==> config.mk <==
export PLATFORM = sky130hd
export DESIGN_NAME = diameter_avp_stream_parser_core
export DESIGN_NICKNAME = d
export VERILOG_FILES = /design/src/rtl/core/davp_pkg.sv /design/src/rtl/core/davp_parse.sv /design/src/rtl/core/davp_out_reg.sv /design/src/rtl/core/diameter_avp_stream_parser_core.sv
export SDC_FILE = /design/constraint.sdc
export NUM_CORES = 1
export LEC_CHECK = 0
export BUFFER_PORTS_ARGS = -buffer_cell sky130_fd_sc_hd__buf_2
export CORE_MARGIN = 10
export CORE_UTILIZATION = 35
export CTS_BUF_LIST = sky130_fd_sc_hd__clkbuf_4 sky130_fd_sc_hd__clkbuf_8
export DETAILED_ROUTE_END_ITERATION = 12
export GPL_TIMING_DRIVEN = 0
export PLACE_DENSITY = 0.5
export REMOVE_ABC_BUFFERS = 1
export SLEW_MARGIN = 20
export SYNTH_ARGS = -nofsm -noshare
export SYNTH_HDL_FRONTEND = slang
export SYNTH_SLANG_ARGS = --single-unit
export TNS_END_PERCENT = 5
==> constraint.sdc <==
create_clock -name aclk -period 4.4 [get_ports aclk]
set_input_delay 0.44 -clock aclk [delete_from_list [all_inputs] [get_ports aclk]]
set_output_delay 0.44 -clock aclk [all_outputs]
set_load 0.03 [all_outputs]
==> src/rtl/core/davp_pkg.sv <==
// Shared types, constants and helpers for the Diameter AVP stream parser.
// No dependencies; used by every module of the parser core.
package davp_pkg;

    typedef enum logic [1:0] {
        PH_HEADER  = 2'd0,
        PH_PAYLOAD = 2'd1,
        PH_PAD     = 2'd2,
        PH_ERROR   = 2'd3
    } phase_t;

    typedef enum logic [1:0] {
        CLS_EAP     = 2'd0,
        CLS_AUTH    = 2'd1,
        CLS_STATE   = 2'd2,
        CLS_UNKNOWN = 2'd3
    } avp_class_t;

    typedef enum logic [1:0] {
        ST_OK        = 2'd0,
        ST_HDR_TRUNC = 2'd1,
        ST_LEN_SHORT = 2'd2,
        ST_PAY_TRUNC = 2'd3
    } rec_status_t;

    localparam logic [31:0] CODE_EAP   = 32'h0000_004F;
    localparam logic [31:0] CODE_AUTH  = 32'h0000_0050;
    localparam logic [31:0] CODE_STATE = 32'h0000_0018;

    localparam logic [23:0] HDR_BYTES    = 24'd8;
    localparam logic [2:0]  HDR_LAST_IDX = 3'd7;
    localparam logic [2:0]  HDR_CODE_END = 3'd4;  // bytes 0..3 carry the code
    localparam logic [2:0]  HDR_LEN_BEG  = 3'd5;  // bytes 5..7 carry the length

    typedef struct packed {
        logic [7:0]  payload_byte;
        logic        payload_valid;
        avp_class_t  avp_class;
        logic [31:0] avp_code;
        logic        first_of_payload;
        logic        last_of_payload;
        logic        record_done;
        rec_status_t record_status;
    } result_t;

    function automatic avp_class_t class_of(input logic [31:0] code);
        avp_class_t cls;
        priority if (code == CODE_EAP)   cls = CLS_EAP;
        else if     (code == CODE_AUTH)  cls = CLS_AUTH;
        else if     (code == CODE_STATE) cls = CLS_STATE;
        else                             cls = CLS_UNKNOWN;
        return cls;
    endfunction

endpackage

==> src/rtl/core/davp_parse.sv <==
// Parse state and per-byte next-state / result logic of the AVP parser.
// Depends on davp_pkg.
module davp_parse (
    input  logic              aclk,
    input  logic              aresetn,
    input  logic              beat_accept,
    input  logic [7:0]        data_byte,
    input  logic              last_in_record,
    output logic              res_valid,
    output davp_pkg::result_t res
);
    import davp_pkg::*;

    phase_t      phase_reg,    phase_next;
    logic [2:0]  hdr_idx_reg,  hdr_idx_next;
    logic [31:0] code_reg,     code_next;
    logic [23:0] length_reg,   length_next;
    logic [23:0] pay_left_reg, pay_left_next;
    logic [1:0]  pad_left_reg, pad_left_next;
    rec_status_t err_reg,      err_next;

    always_ff @(posedge aclk) begin
        if (!aresetn) begin
            phase_reg    <= PH_HEADER;
            hdr_idx_reg  <= '0;
            code_reg     <= '0;
            length_reg   <= '0;
            pay_left_reg <= '0;
            pad_left_reg <= '0;
            err_reg      <= ST_OK;
        end else begin
            phase_reg    <= phase_next;
            hdr_idx_reg  <= hdr_idx_next;
            code_reg     <= code_next;
            length_reg   <= length_next;
            pay_left_reg <= pay_left_next;
            pad_left_reg <= pad_left_next;
            err_reg      <= err_next;
        end
    end

    always_comb begin
        phase_next    = phase_reg;
        hdr_idx_next  = hdr_idx_reg;
        code_next     = code_reg;
        length_next   = length_reg;
        pay_left_next = pay_left_reg;
        pad_left_next = pad_left_reg;
        err_next      = err_reg;
        res           = '0;
        res_valid     = 1'b0;

        if (beat_accept) begin
            unique case (phase_reg)
                PH_HEADER: begin
                    if (hdr_idx_reg < HDR_CODE_END) begin
                        code_next = {code_reg[23:0], data_byte};
                    end else if (hdr_idx_reg >= HDR_LEN_BEG) begin
                        length_next = {length_reg[15:0], data_byte};
                    end
                    if (hdr_idx_reg == HDR_LAST_IDX) begin
                        hdr_idx_next = '0;
                        if (length_next < HDR_BYTES) begin
                            phase_next = PH_ERROR;
                            err_next   = ST_LEN_SHORT;
                        end else begin
                            pay_left_next = length_next - HDR_BYTES;
                            // padding up to the next 4-byte boundary
                            pad_left_next = (~length_next[1:0]) + 2'd1;
                            priority if (pay_left_next != '0) phase_next = PH_PAYLOAD;
                            else if (pad_left_next != '0)     phase_next = PH_PAD;
                            else                              phase_next = PH_HEADER;
                        end
                    end else begin
                        hdr_idx_next = hdr_idx_reg + 3'd1;
                    end
                end
                PH_PAYLOAD: begin
                    res_valid            = 1'b1;
                    res.payload_valid    = 1'b1;
                    res.payload_byte     = data_byte;
                    res.avp_code         = code_reg;
                    res.avp_class        = class_of(code_reg);
                    res.first_of_payload = (length_reg >= HDR_BYTES) &&
                                           (pay_left_reg == length_reg - HDR_BYTES);
                    if (pay_left_reg != '0) pay_left_next = pay_left_reg - 24'd1;
                    if (pay_left_next == '0) begin
                        res.last_of_payload = 1'b1;
                        phase_next = (pad_left_reg != '0) ? PH_PAD : PH_HEADER;
                    end
                end
                PH_PAD: begin
                    if (pad_left_reg != '0) pad_left_next = pad_left_reg - 2'd1;
                    if (pad_left_next == '0) phase_next = PH_HEADER;
                end
                PH_ERROR: begin
                    // swallow bytes until the record ends
                end
                default: ;
            endcase

            if (last_in_record) begin
                res_valid       = 1'b1;
                res.record_done = 1'b1;
                priority if (phase_next == PH_ERROR)
                    res.record_status = err_next;
                else if (phase_next == PH_HEADER && hdr_idx_next != '0)
                    res.record_status = ST_HDR_TRUNC;
                else if (phase_next == PH_PAYLOAD)
                    res.record_status = ST_PAY_TRUNC;
                else
                    res.record_status = ST_OK;
                // next record starts from a clean parser
                phase_next    = PH_HEADER;
                hdr_idx_next  = '0;
                code_next     = '0;
                length_next   = '0;
                pay_left_next = '0;
                pad_left_next = '0;
                err_next      = ST_OK;
            end
        end
    end

endmodule

==> src/rtl/core/davp_out_reg.sv <==
// Result register of the AVP parser: holds one result beat for the m_ side.
// Depends on davp_pkg.
module davp_out_reg (
    input  logic              aclk,
    input  logic              aresetn,
    input  logic              load,
    input  logic              res_valid,
    input  davp_pkg::result_t res,
    input  logic              m_ready,
    output logic              m_valid,
    output logic              can_load,
    output davp_pkg::result_t m_res
);
    import davp_pkg::*;

    logic    valid_reg, valid_next;
    result_t data_reg,  data_next;

    // a new beat may enter when the register is empty or drains this cycle
    assign can_load = !valid_reg || m_ready;

    always_comb begin
        valid_next = valid_reg;
        data_next  = data_reg;
        if (load) begin
            valid_next = res_valid;
            data_next  = res;
        end else if (m_ready) begin
            valid_next = 1'b0;
        end
    end

    always_ff @(posedge aclk) begin
        if (!aresetn) begin
            valid_reg <= 1'b0;
        end else begin
            valid_reg <= valid_next;
        end
    end

    always_ff @(posedge aclk) begin
        data_reg <= data_next;
    end

    assign m_valid = valid_reg;
    assign m_res   = data_reg;

endmodule

==> src/rtl/core/diameter_avp_stream_parser_core.sv <==
// Diameter AVP stream parser, top level: one record byte per s_ beat in, one
// tagged payload byte and/or record status per m_ beat out. Depends on davp_pkg,
// davp_parse and davp_out_reg.
//
// Usage: the parser takes one byte every cycle while s_ready is high and gives
// its result in the cycle after acceptance, from a single result register. s_ready
// is high whenever that register is empty or is being read in the same cycle, so
// with m_ready held high the block sustains one byte per clock. Header and padding
// bytes give no beat unless they end the record; a byte marked last always gives one
// beat carrying record_done and the status. The parse counters update on the
// accepted byte itself, so no byte ever waits on another.
module diameter_avp_stream_parser_core (
    input  logic        aclk,
    input  logic        aresetn,
    input  logic        s_valid,
    output logic        s_ready,
    input  logic [7:0]  s_data_byte,
    input  logic        s_last_in_record,
    output logic        m_valid,
    input  logic        m_ready,
    output logic [7:0]  m_payload_byte,
    output logic        m_payload_valid,
    output logic [1:0]  m_avp_class,
    output logic [31:0] m_avp_code,
    output logic        m_first_of_payload,
    output logic        m_last_of_payload,
    output logic        m_record_done,
    output logic [1:0]  m_record_status
);
    import davp_pkg::*;

    logic    beat_accept;
    logic    res_valid;
    logic    can_load;
    result_t res;
    result_t m_res;

    assign s_ready     = can_load;
    assign beat_accept = s_valid && can_load;

    davp_parse u_parse (
        .aclk           (aclk),
        .aresetn        (aresetn),
        .beat_accept    (beat_accept),
        .data_byte      (s_data_byte),
        .last_in_record (s_last_in_record),
        .res_valid      (res_valid),
        .res            (res)
    );

    davp_out_reg u_out (
        .aclk      (aclk),
        .aresetn   (aresetn),
        .load      (beat_accept),
        .res_valid (res_valid),
        .res       (res),
        .m_ready   (m_ready),
        .m_valid   (m_valid),
        .can_load  (can_load),
        .m_res     (m_res)
    );

    assign m_payload_byte     = m_res.payload_byte;
    assign m_payload_valid    = m_res.payload_valid;
    assign m_avp_class        = m_res.avp_class;
    assign m_avp_code         = m_res.avp_code;
    assign m_first_of_payload = m_res.first_of_payload;
    assign m_last_of_payload  = m_res.last_of_payload;
    assign m_record_done      = m_res.record_done;
    assign m_record_status    = m_res.record_status;

`ifndef ASSERT_OFF
    a_ready_when_empty: assert property (@(posedge aclk) disable iff (!aresetn)
        !m_valid |-> s_ready)
        else $error("input stalled while result register empty");

    a_last_gives_done: assert property (@(posedge aclk) disable iff (!aresetn)
        (s_valid && s_ready && s_last_in_record) |=> (m_valid && m_record_done))
        else $error("record end beat did not produce a closing result");

    a_marks_need_payload: assert property (@(posedge aclk) disable iff (!aresetn)
        (m_valid && (m_first_of_payload || m_last_of_payload)) |-> m_payload_valid)
        else $error("first/last payload mark without payload byte");

    a_status_needs_done: assert property (@(posedge aclk) disable iff (!aresetn)
        (m_valid && m_record_status != ST_OK) |-> m_record_done)
        else $error("record status set on a beat that does not close the record");

    a_beat_is_meaningful: assert property (@(posedge aclk) disable iff (!aresetn)
        m_valid |-> (m_payload_valid || m_record_done))
        else $error("empty result beat");
`endif

endmodule

Word-level counts from Yosys, hierarchy flattened
Index checks and enable logic that the tools add are counted.
- bits in registers: 138
- output and inout bits: 50
- logic and storage cells: 119
- $add $sub $neg: 6
- $lt $le $gt $ge: 4
- equal/unequal tests: 11
- mux-type cells: 54
- bitwise gates (word level): 2
- reduce and logical (&&, ||, !) cells: 25
- operator list (operator ; count):
    $mux W24 ; 12
    $mux W32 ; 3
    $eq A32 B7 Y1 const B ; 2
    $mux W2 ; 24
    $pmux W24 S2 ; 1
    $reduce_bool A24 Y1 ; 2
    $sub A24 B4 Y24 const B ; 2
    $mux W37 ; 1
    $eq A32 B5 Y1 const B ; 1
    $eq A24 B24 Y1 ; 1
    $ge A24 B4 Y1 const B ; 1
    $logic_not A24 Y1 ; 1
    $lt A24 B4 Y1 const B ; 1
    $sub A24 B1 Y24 const B ; 1
    $mux W3 ; 5
    $reduce_bool A2 Y1 ; 5
    $reduce_bool A3 Y1 ; 3
    $reduce_and A4 Y1 ; 2
    $logic_not A2 Y1 ; 3
    $mux W1 ; 6
    $pmux W2 S3 ; 1
    $eq A2 B1 Y1 const B ; 2
    $eq A2 B2 Y1 const B ; 2
    $pmux W2 S2 ; 1
    other kinds (17) ; 19

Longest topological paths before layout
Gate-level depths: netlist of the first run.
- word-level depth: 19
- mapped depth: 19
- depth with buffers taken out: 14

Hierarchy
A second synthesis of the first run with hierarchy kept.
- cells, all modules: 996
- area, all modules: 8574.5 um2
- modules (own cells, without submodules) (module ; times used ; cells an instance ; area each (um2) ; seq. area each (um2)):
    davp_parse ; 1 ; 942 ; 7084.3 ; 1781.7
    davp_out_reg ; 1 ; 53 ; 1483.9 ; 1461.4
    diameter_avp_stream_parser_core ; 1 ; 1 ; 6.3 ; 0.0

Least setup slack after synthesis of the first run
No wires, ideal clock.
- path kind: flip-flop to flip-flop
- start point: reg u_parse.hdr_idx_reg[1]
- end point: reg u_out.data_reg, in the netlist u_out.m_res[0] (data pin)
- setup time: 0.265 ns
- arrival: 3.695 ns
- data required time: 4.135 ns
- setup slack: 0.441 ns
- cell stages (with the launch flop): 19
- buffers on the path: 5
- period minus slack after synthesis: 3.959 ns
- path through: dfxtp_1 -> inv_1 -> ha_1 -> o31a_1 -> buf_4 -> buf_4 -> buf_2 -> buf_2 -> a21oi_1 -> ha_1 -> clkbuf_1 -> nor2b_1 -> nand3_1 -> o32ai_1 -> a21boi_0 -> nor3_1 -> o211ai_1 -> o41ai_1 -> a21oi_1
- cells in the longest elaborated chain, start to end: 18
- elaborated cells between the ends (all ways): 34
- classes of those cells: add/sub: 3; order compare: 3; eq/ne: 3; mux: 19; bitwise: 1; reduce/logical: 5
- RTL lines (element ; RTL line ; RTL):
    from (decl) ; davp_parse.sv:15 ; logic [2:0] hdr_idx_reg, hdr_idx_next;
    from (signal assigned) ; davp_parse.sv:33 ; hdr_idx_reg <= hdr_idx_next;
    parallel branches: the longest is 17 deep, another holds $sub A24 B4 Y24 ; -- ;
    $mux W2 (*) ; davp_parse.sv:105 ; priority if (phase_next == PH_ERROR)
    to (signal assigned) ; davp_out_reg.sv:42 ; data_reg <= data_next;
    to (decl) ; davp_out_reg.sv:17 ; result_t data_reg, data_next;
Every way passes the cells marked *. The select of a mux whose other input is x is not followed.
A chain may end at the register's enable or synchronous reset.

Worst setup path after layout of the first run
Ends and elaborated chain as after synthesis.

==> reports/results.ini, run 1 <==
[setup_path]
reg2reg_depth = 13
worstSetupPathType = reg2reg
worstPathRequired_ns = 4.61
end_kind = register
critPathLaunch = u_parse.hdr_idx_reg[1]$_SDFFE_PN0P_
reg2reg_to = u_out.m_res[0]$_SDFFCE_PN0P_
cp.arrival_ns = 4.33
reg2reg_from = u_parse.hdr_idx_reg[1]$_SDFFE_PN0P_
cp-start-kind = register
crit_end = u_out.m_res[0]$_SDFFCE_PN0P_
r2r_slack_ns = 0.28
cp_max_fo = 32

[power]
p_leak_nw = 3.72
irDropWorstVdd_mv = 0.144
pwr-share-comb_pct = 13.5
swShare_pct = 33.1
power.density_nw_per_um2 = 300
pwr-share-seq_pct = 48.4
intPower_mw = 1.92
pwr-share-clk_pct = 38.1
power_switching_uw = 950

[global_route]
grt_pass1_vias = 7008
grt_util_all_layers_pct = 16.7
grt_max_degree = 83
overflow = 0
antenna_found_initial = 0
grt_pass1_wl_um = 41600

[timing]
skew_ns = 0.0141
rsz0062_at_grt = no
worst_pin_slew_ns = 1.11
fin_setup_tns_ns = 0
slew_violations = 0
setup_violations = 0
fin_crit_ns = 4.12
slew_headroom_pct = 25.9
fmax_mhz = 243
fin_crit_sh_pct = 93.5
hold_viol = 0

[clocking]
numCtsBuffers = 17
hold_buffers = 0
clockBufferDepth = 2
cts-root-buf = clkbuf_8
clk_pin_slew_ns = 0.10
clk_latency_ns = 0.47
cts_sinks = 138
htreeDepth = 4
cts_tree = done
postCtsSetupBuffers = 0

[floorplan]
io_pins = 63
die_h_um = 177
row_count = 57
die_w_um = 177
dieArea_um2 = 31500
floorplan.core_area_um2 = 24300
initial_core_util_pct = 35.6

[layout]
fin_nets = 1006
largest_reg_flops = 48
antenna-diode-count = 0
fin_util_pct = 39.3
drive_gt1_share_pct = 14.6
syn_to_final_growth_pct = 10.2

[synthesis]
ys_ff_latch = 138
synthDistinctLibCells = 84
synth.avg_cell_area_um2 = 8.83
yosysWarnings = 0
synth-edff-count = 48
synthFlopType = dfxtp_1
synth_cells = 982
ys_seq_area_share_pct = 37.4
async_flop_share_pct = 0
synth_area_um2 = 8670

[placed_design]
gp_congestion = 0.891
dp_hpwl_um = 18500
io_buffers = 62

[detailed_routing]
postRouteAntennaNets = 0
routed_via_density = 5.66
num_vias = 7485
drtIter0Drc = 734
wl_per_cell_um = 20.1
first_pass_iters = 6
drt-total-wl_um = 26600
drc = 0

[status]
status = finished, final reports clean

[hold_path]
hold_class = in2reg

[run]
drv_cap = 0

-- per-layer routing --
layer	share of wire, %	GRT usage (%)
met1	46	22.9
met2	45	25.9
met3	6.7	3.14
met4	2.0	5.56
met5	0	0
-- per-stage QoR --
| step | setup WS, ns | instance area, um2 | hold WS [ns] | power, mW | std cells |
|---|---|---|---|---|---|
| after floorplan | -0.0285 | 8280 | 0.415 | 1.67 | 897 |
| after global placement | -1.84 | 9000 | 0.426 | 1.80 | 1283 |
| after detailed placement | -0.0843 | 9130 | 0.428 | 1.80 | 1290 |
| after CTS | 0.129 | 9540 | 0.217 | 2.89 | 1322 |
| after global routing | 0.0136 | 9560 | 0.245 | 2.99 | 1322 |
| final | 0.284 | 9560 | 0.242 | 2.87 | 1322 |
-- synth_stat cells (5+ instances only) --
library cell	count	area, um2
buf_2	13	65.1
inv_1	17	63.8
edfxtp_1	48	1440
o31ai_1	10	75.1
nand4_1	6	37.5
nand3_1	25	125
o21ai_0	36	180
a21o_1	8	60.1
and2_1	8	50.1
xor2_1	25	219
nor2_1	56	210
nor3_1	31	155
nand2_1	53	199
mux2i_1	20	200
or3_1	14	87.6
a22oi_1	22	165
nor3b_1	36	270
or4_1	10	75.1
a21boi_0	7	52.6
nor2b_1	67	419
o211ai_1	6	45.0
dfxtp_1	90	1800
clkbuf_1	57	214
ha_1	8	100
xnor2_1	34	298
and3_1	52	325
buf_1	5	18.8
nor4_1	20	125
a31oi_1	6	37.5
buf_4	7	52.6
a21oi_1	65	325
a2111oi_0	11	96.3
a22o_1	6	52.6
-- worst min-delay path by stage --
stage                                    start                              end  slack (ns)  depth (start not counted)
3_3_place_gp   u_parse.err_reg[0]$_SDFFE_PN0P_  u_parse.err_reg[0]$_SDFFE_PN0P_        0.43                          2
3_5_place_dp   u_parse.err_reg[0]$_SDFFE_PN0P_  u_parse.err_reg[0]$_SDFFE_PN0P_        0.43                          2
4_1_cts                                s_valid       u_out.m_valid$_SDFFE_PN0P_        0.22                          3
2_1_floorplan  u_parse.err_reg[0]$_SDFFE_PN0P_  u_parse.err_reg[0]$_SDFFE_PN0P_        0.42                          2
6_report                               s_valid       u_out.m_valid$_SDFFE_PN0P_        0.24                          3
5_1_grt                                s_valid       u_out.m_valid$_SDFFE_PN0P_        0.25                          3
-- power by group through the flow --
| stage | registers [mW] | clock network, mW | logic, mW |
|---|---|---|---|
| 2_1_floorplan | 1.45 | 0 | 0.225 |
| 3_3_place_gp | 1.42 | 0 | 0.380 |
| 3_5_place_dp | 1.42 | 0 | 0.387 |
| 4_1_cts | 1.39 | 1.12 | 0.388 |
| 5_1_grt | 1.39 | 1.17 | 0.427 |
| 6_report | 1.39 | 1.09 | 0.386 |
-- layout make-up --
type                       count  area, um2
inverter                      19       72.6
sequential                   138       3240
clock buffer                  17        234
clock inverter                15        166
fill                        2508      14800
tap                          324        405
timing repair buffer          69        427
multi-input combinational    740       5010
-- cells by family (layout without fill, tap and decap cells) --
family                   count (synthesis)  count (layout)  share of synthesized area [%]
AND/OR/NAND/NOR                        420             420                           29.3
AO/OA/AOI/OAI                          230             230                           18.2
flip-flops                             138             138                           37.4
buffers and inverters                  104             120                           5.25
XOR/XNOR                                59              59                           5.96
multiplexers                            23              23                           2.70
adder cells (fa/ha/maj)                  8               8                           1.15
-- placed cells by master, fill, tap and decap left out, types with 31 or more instances in the layout --
| master | instances |
|---|---|
| a21oi_1 | 64 |
| and3_1 | 52 |
| buf_2 | 61 |
| dfxtp_1 | 89 |
| edfxtp_1 | 48 |
| nand2_1 | 52 |
| nor2_1 | 55 |
| nor2b_1 | 67 |
| nor3_1 | 31 |
| nor3b_1 | 36 |
| o21ai_0 | 35 |
| xnor2_1 | 34 |
-- worst max-delay path, stage by stage, from the launching register on --
cell and delay (ns):
dfxtp_1 0.47, inv_1 0.07, ha_1 0.22, o31a_2 0.37, buf_12 0.20, a21oi_1 0.29
ha_4 0.27, nor3b_1 0.31, xnor2_1 0.15, mux2i_1 0.16, or4_1 0.42, or4_1 0.42
o41ai_2 0.39, a21oi_1 0.13
-- timing repair --
item	4_1_cts	5_1_grt
hold endpoints to repair	0	0
resized for setup	2	3
endpoints found under the setup margin	1	3
No activity file was read; power rests on OpenSTA's default activity.
==> run 2: changes to the inputs <==
- ABC_CLOCK_PERIOD_IN_PS: not set -> 4400
- CAP_MARGIN: not set -> 20
- GPL_TIMING_DRIVEN: 0 -> not set
==> run 2 against run 1 <==
Critical path depth down 1; via count up 3.2%; global-route usage increased by 0.90 points; critical path type unchanged; highest routed layer unchanged.
==> reports/results.ini, run 2 (synthesized netlist as in run 1, its figures left out) <==
[timing]
slew_violations = 0
fin_crit_sh_pct = 89.7
slew_headroom_pct = 40.2
hold_viol = 0
fmax_mhz = 253
whs_ns = 0.255
skew_ns = 0.0141
setup_violations = 0
worst_pin_slew_ns = 0.898
fin_crit_ns = 3.95
rsz0062_at_grt = no

[placed_design]
io_buffers = 62
placedCellCount = 1304
place_area_um2 = 9160
dp_hpwl_um = 19400
gp_congestion = 0.920

[layout]
largest_reg_flops = 48
fin_nets = 1020
syn_to_final_growth_pct = 10.5
finalNonFillerCells = 1336
final_cell_area_um2 = 9570
final_common_cell = dfxtp_1
drive_gt1_share_pct = 14.9
mostFrequentLayoutCells = 90 x dfxtp_1, 67 x nor2b_1, 65 x a21oi_1
antenna-diode-count = 0

[detailed_routing]
drtIter0Drc = 706
drc = 0
drt-total-wl_um = 27800
postRouteAntennaNets = 0
routed_via_density = 5.78
first_pass_iters = 5
num_vias = 7721
wl_per_cell_um = 20.8

[setup_path]
end_kind = register
worstSetupPathType = reg2reg
cp.arrival_ns = 4.16
worstPathRequired_ns = 4.61
cp-start-kind = register
cp_max_fo = 9

[floorplan]
die_h_um = 177
dieArea_um2 = 31500
floorplan.core_area_um2 = 24300
die_w_um = 177
initial_core_util_pct = 35.6
row_count = 57
io_pins = 63

[global_route]
grt_util_all_layers_pct = 17.6
grt_max_degree = 51
grt_pass1_vias = 7162
grt_pass1_wl_um = 43800
antenna_found_initial = 0
overflow = 0

[clocking]
cts-root-buf = clkbuf_8
clk_latency_ns = 0.47
clk_pin_slew_ns = 0.10
numCtsBuffers = 17
clockBufferDepth = 2
postCtsSetupBuffers = 0
hold_buffers = 0
cts_sinks = 138
cts_tree = done
htreeDepth = 4
cts_resized = 0

[hold_path]
hold_class = in2reg

[run]
drv_cap = 0

[power]
irDropWorstVdd_mv = 0.142
p_leak_nw = 3.76
power_mw = 2.87
power.density_nw_per_um2 = 300

[status]
status = finished, final reports clean

==> run 2: cell count changes in the layout (fill, tap and decap cells not counted), sizes merged <==
| cell | before | now |
|---|---|---|
| buf | 69 | 83 |
| clkinv | 4 | 8 |
| inv | 28 | 24 |
==> run 2: worst paths after layout <==
check                                                         start                              end  slack, ns  depth (start not counted)
worst min-delay path                                        s_valid       u_out.m_valid$_SDFFE_PN0P_       0.26                          3
worst max-delay path            u_parse.hdr_idx_reg[0]$_SDFFE_PN0P_     u_out.m_res[0]$_SDFFCE_PN0P_       0.45                         12
worst min register to register      u_parse.err_reg[0]$_SDFFE_PN0P_  u_parse.err_reg[0]$_SDFFE_PN0P_       0.45                          2
worst max register to register  u_parse.hdr_idx_reg[0]$_SDFFE_PN0P_     u_out.m_res[0]$_SDFFCE_PN0P_       0.45                         12
==> run 2: final cells by class <==
class / count / area [um2]
Sequential cell: 138 / 3240
Multi-Input combinational cell: 740 / 4970
Clock buffer: 17 / 234
Timing Repair Buffer: 83 / 468
Clock inverter: 15 / 181
Inverter: 19 / 71.3
Fill cell: 2474 / 14700
Tap cell: 324 / 405
==> run 2: worst max-delay path: stages, from the launching register on <==
cell	delay, ns
dfxtp_1	0.50
ha_1	0.27
o31a_1	0.36
nor2_1	0.08
a21oi_1	0.21
ha_1	0.22
nor3b_1	0.37
xnor2_1	0.17
mux2i_1	0.13
or4_1	0.45
or4_1	0.41
o41ai_1	0.40
a21oi_1	0.13
==> run 2: layer usage <==
metal	routed length (um)	GRT usage (%)	part of all wire (%)
met5	0	0	0
met4	544	5.45	2.0
met3	1570	2.66	5.6
met2	12800	27.6	46
met1	12900	24.5	46
==> run 2: per-stage QoR <==
step | utilization [%] | setup TNS, ns | worst slack (ns)
floorplan | - | -0.880 | -0.0285
global placement | 37.7 | 0 | 0.687
detailed placement | 37.7 | 0 | 0.575
CTS | 39.4 | 0 | 0.534
global route | 39.4 | 0 | 0.162
finish | 39.4 | 0 | 0.452
==> run 2: power breakdown <==
part | total [mW] | internal, mW | switching [mW]
sequential | 1.39 | 1.35 | 0.0384
clock | 1.09 | 0.436 | 0.659
combinational | 0.387 | 0.130 | 0.258
==> run 3: changes to the inputs <==
- ABC_CLOCK_PERIOD_IN_PS: 4400 -> 4200
- TNS_END_PERCENT: 5 -> 20
- clock period: 4.4 -> 4.2 ns (I/O delays scaled with it)
==> run 3 against run 2 <==
Final cell count rose by 1.2%; wire length fell by 0.91%; via count down 1.1%; critical path type unchanged; combinational power grew 5.9%; sequential power rose by 4%; sequential share of layout area shrank 0.40 points; register-to-register slack worse by 0.10 ns.
==> reports/results.ini, run 3 (synthesized netlist as in run 1, its figures left out) <==
[setup_path]
end_kind = register
cp.arrival_ns = 4.06
cp-start-kind = register
cp_max_fo = 9
worstPathRequired_ns = 4.41
worstSetupPathType = reg2reg

[detailed_routing]
drc = 0
routed_via_density = 5.65
drtIter0Drc = 639
first_pass_iters = 8
postRouteAntennaNets = 0
wl_per_cell_um = 20.4
num_vias = 7634
drt-total-wl_um = 27600

[power]
pwr-share-clk_pct = 37.8
irDropWorstVdd_mv = 0.173
intPower_mw = 2.00
swShare_pct = 33.1
pwr-share-comb_pct = 13.7
pwr-share-seq_pct = 48.5
p_leak_nw = 3.84
power.density_nw_per_um2 = 309
power_switching_uw = 993

[placed_design]
io_buffers = 62
dp_hpwl_um = 19300
gp_congestion = 0.903
place_area_um2 = 9280

[timing]
worst_pin_slew_ns = 0.856
slew_violations = 0
slew_headroom_pct = 42.9
hold_viol = 0
fin_crit_sh_pct = 91.6
fmax_mhz = 260
setup_violations = 0
fin_crit_ns = 3.85
fin_setup_tns_ns = 0
rsz0062_at_grt = no
skew_ns = 0.0203

[layout]
drive_gt1_share_pct = 16.3
fin_util_pct = 39.8
antenna-diode-count = 0
mostFrequentLayoutCells = 90 x dfxtp_1, 67 x nor2b_1, 65 x a21oi_1
final_cell_area_um2 = 9690
fin_nets = 1036
syn_to_final_growth_pct = 11.8
largest_reg_flops = 48
final_common_cell = dfxtp_1

[floorplan]
initial_core_util_pct = 35.6
floorplan.core_area_um2 = 24300
io_pins = 63
die_h_um = 177
row_count = 57
dieArea_um2 = 31500
die_w_um = 177

[clocking]
clk_pin_slew_ns = 0.10
htreeDepth = 4
numCtsBuffers = 17
cts_sinks = 138
clk_latency_ns = 0.47
clockBufferDepth = 2
cts_tree = done
postCtsSetupBuffers = 0
cts_resized = 0
cts-root-buf = clkbuf_8
hold_buffers = 0

[global_route]
overflow = 0
grt_pass1_vias = 7391
antenna_found_initial = 0
grt_util_all_layers_pct = 17.3
grt_pass1_wl_um = 43100
grt_max_degree = 65

[status]
status = finished, final reports clean

[hold_path]
hold_class = in2reg

[run]
drv_cap = 0

[run 3: changes by cell type in the layout (fill, tap and decap cells not counted), sizes merged]
| cell | delta |
|---|---|
| inv | +3 |
| buf | +16 |
| clkinv | -3 |
[run 3: power by group through the flow]
stage / combinational [mW] / sequential [mW] / clock, mW
after detailed placement: 0.408 / 1.48 / 0
after global routing: 0.449 / 1.46 / 1.22
after global placement: 0.410 / 1.48 / 0
after floorplan: 0.236 / 1.52 / 0
after CTS: 0.410 / 1.45 / 1.16
final: 0.410 / 1.45 / 1.13
[run 3: cell type report]
class                   instances  area [um2]
clock buffers                  17         234
clock inverters                15         169
fillers                      2485       14600
inverters                      19        71.3
multi-input cells             740        4980
flip-flops and latches        138        3240
well taps                     324         405
repair buffers                 99         588
[run 3: final timing paths]
kind | startpoint | end | slack [ns] | cells past startpoint
setup reg to reg | u_parse.hdr_idx_reg[0]$_SDFFE_PN0P_ | u_out.m_res[0]$_SDFFCE_PN0P_ | 0.35 | 12
hold / removal | s_valid | u_out.m_valid$_SDFFE_PN0P_ | 0.23 | 3
hold reg to reg | u_parse.err_reg[0]$_SDFFE_PN0P_ | u_parse.err_reg[0]$_SDFFE_PN0P_ | 0.44 | 2
setup / recovery | u_parse.hdr_idx_reg[0]$_SDFFE_PN0P_ | u_out.m_res[0]$_SDFFCE_PN0P_ | 0.35 | 12
[run 3: critical path, cell delays in order, from the launching register on]
cell and delay (ns):
dfxtp_1 0.50, ha_1 0.27, o31a_1 0.35, nor2_1 0.07, a21oi_1 0.18, ha_1 0.20, nor3b_1 0.33, xnor2_1 0.17
mux2i_1 0.12, or4_1 0.40, or4_1 0.41, o41ai_1 0.45, a21oi_1 0.14
[run 3: routing by layer]
layer / track usage [%] / vias up / share of wire (%)
li1: - / 3696 / -
met3: 3.02 / 47 / 6.0
met2: 27.5 / 231 / 46
met4: 6.63 / 0 / 2.4
met1: 23.0 / 3660 / 45
met5: 0 / - / 0
[run 3: stage by stage]
stage / worst slack, ns / hold slack [ns] / std cells / total power, mW
after floorplan: -0.229 / 0.415 / 897 / 1.75
after global placement: 0.407 / 0.427 / 1320 / 1.89
after detailed placement: 0.350 / 0.425 / 1320 / 1.89
after CTS: 0.319 / 0.210 / 1352 / 3.02
after global routing: 0.00112 / 0.231 / 1352 / 3.13
final: 0.352 / 0.226 / 1352 / 3.00
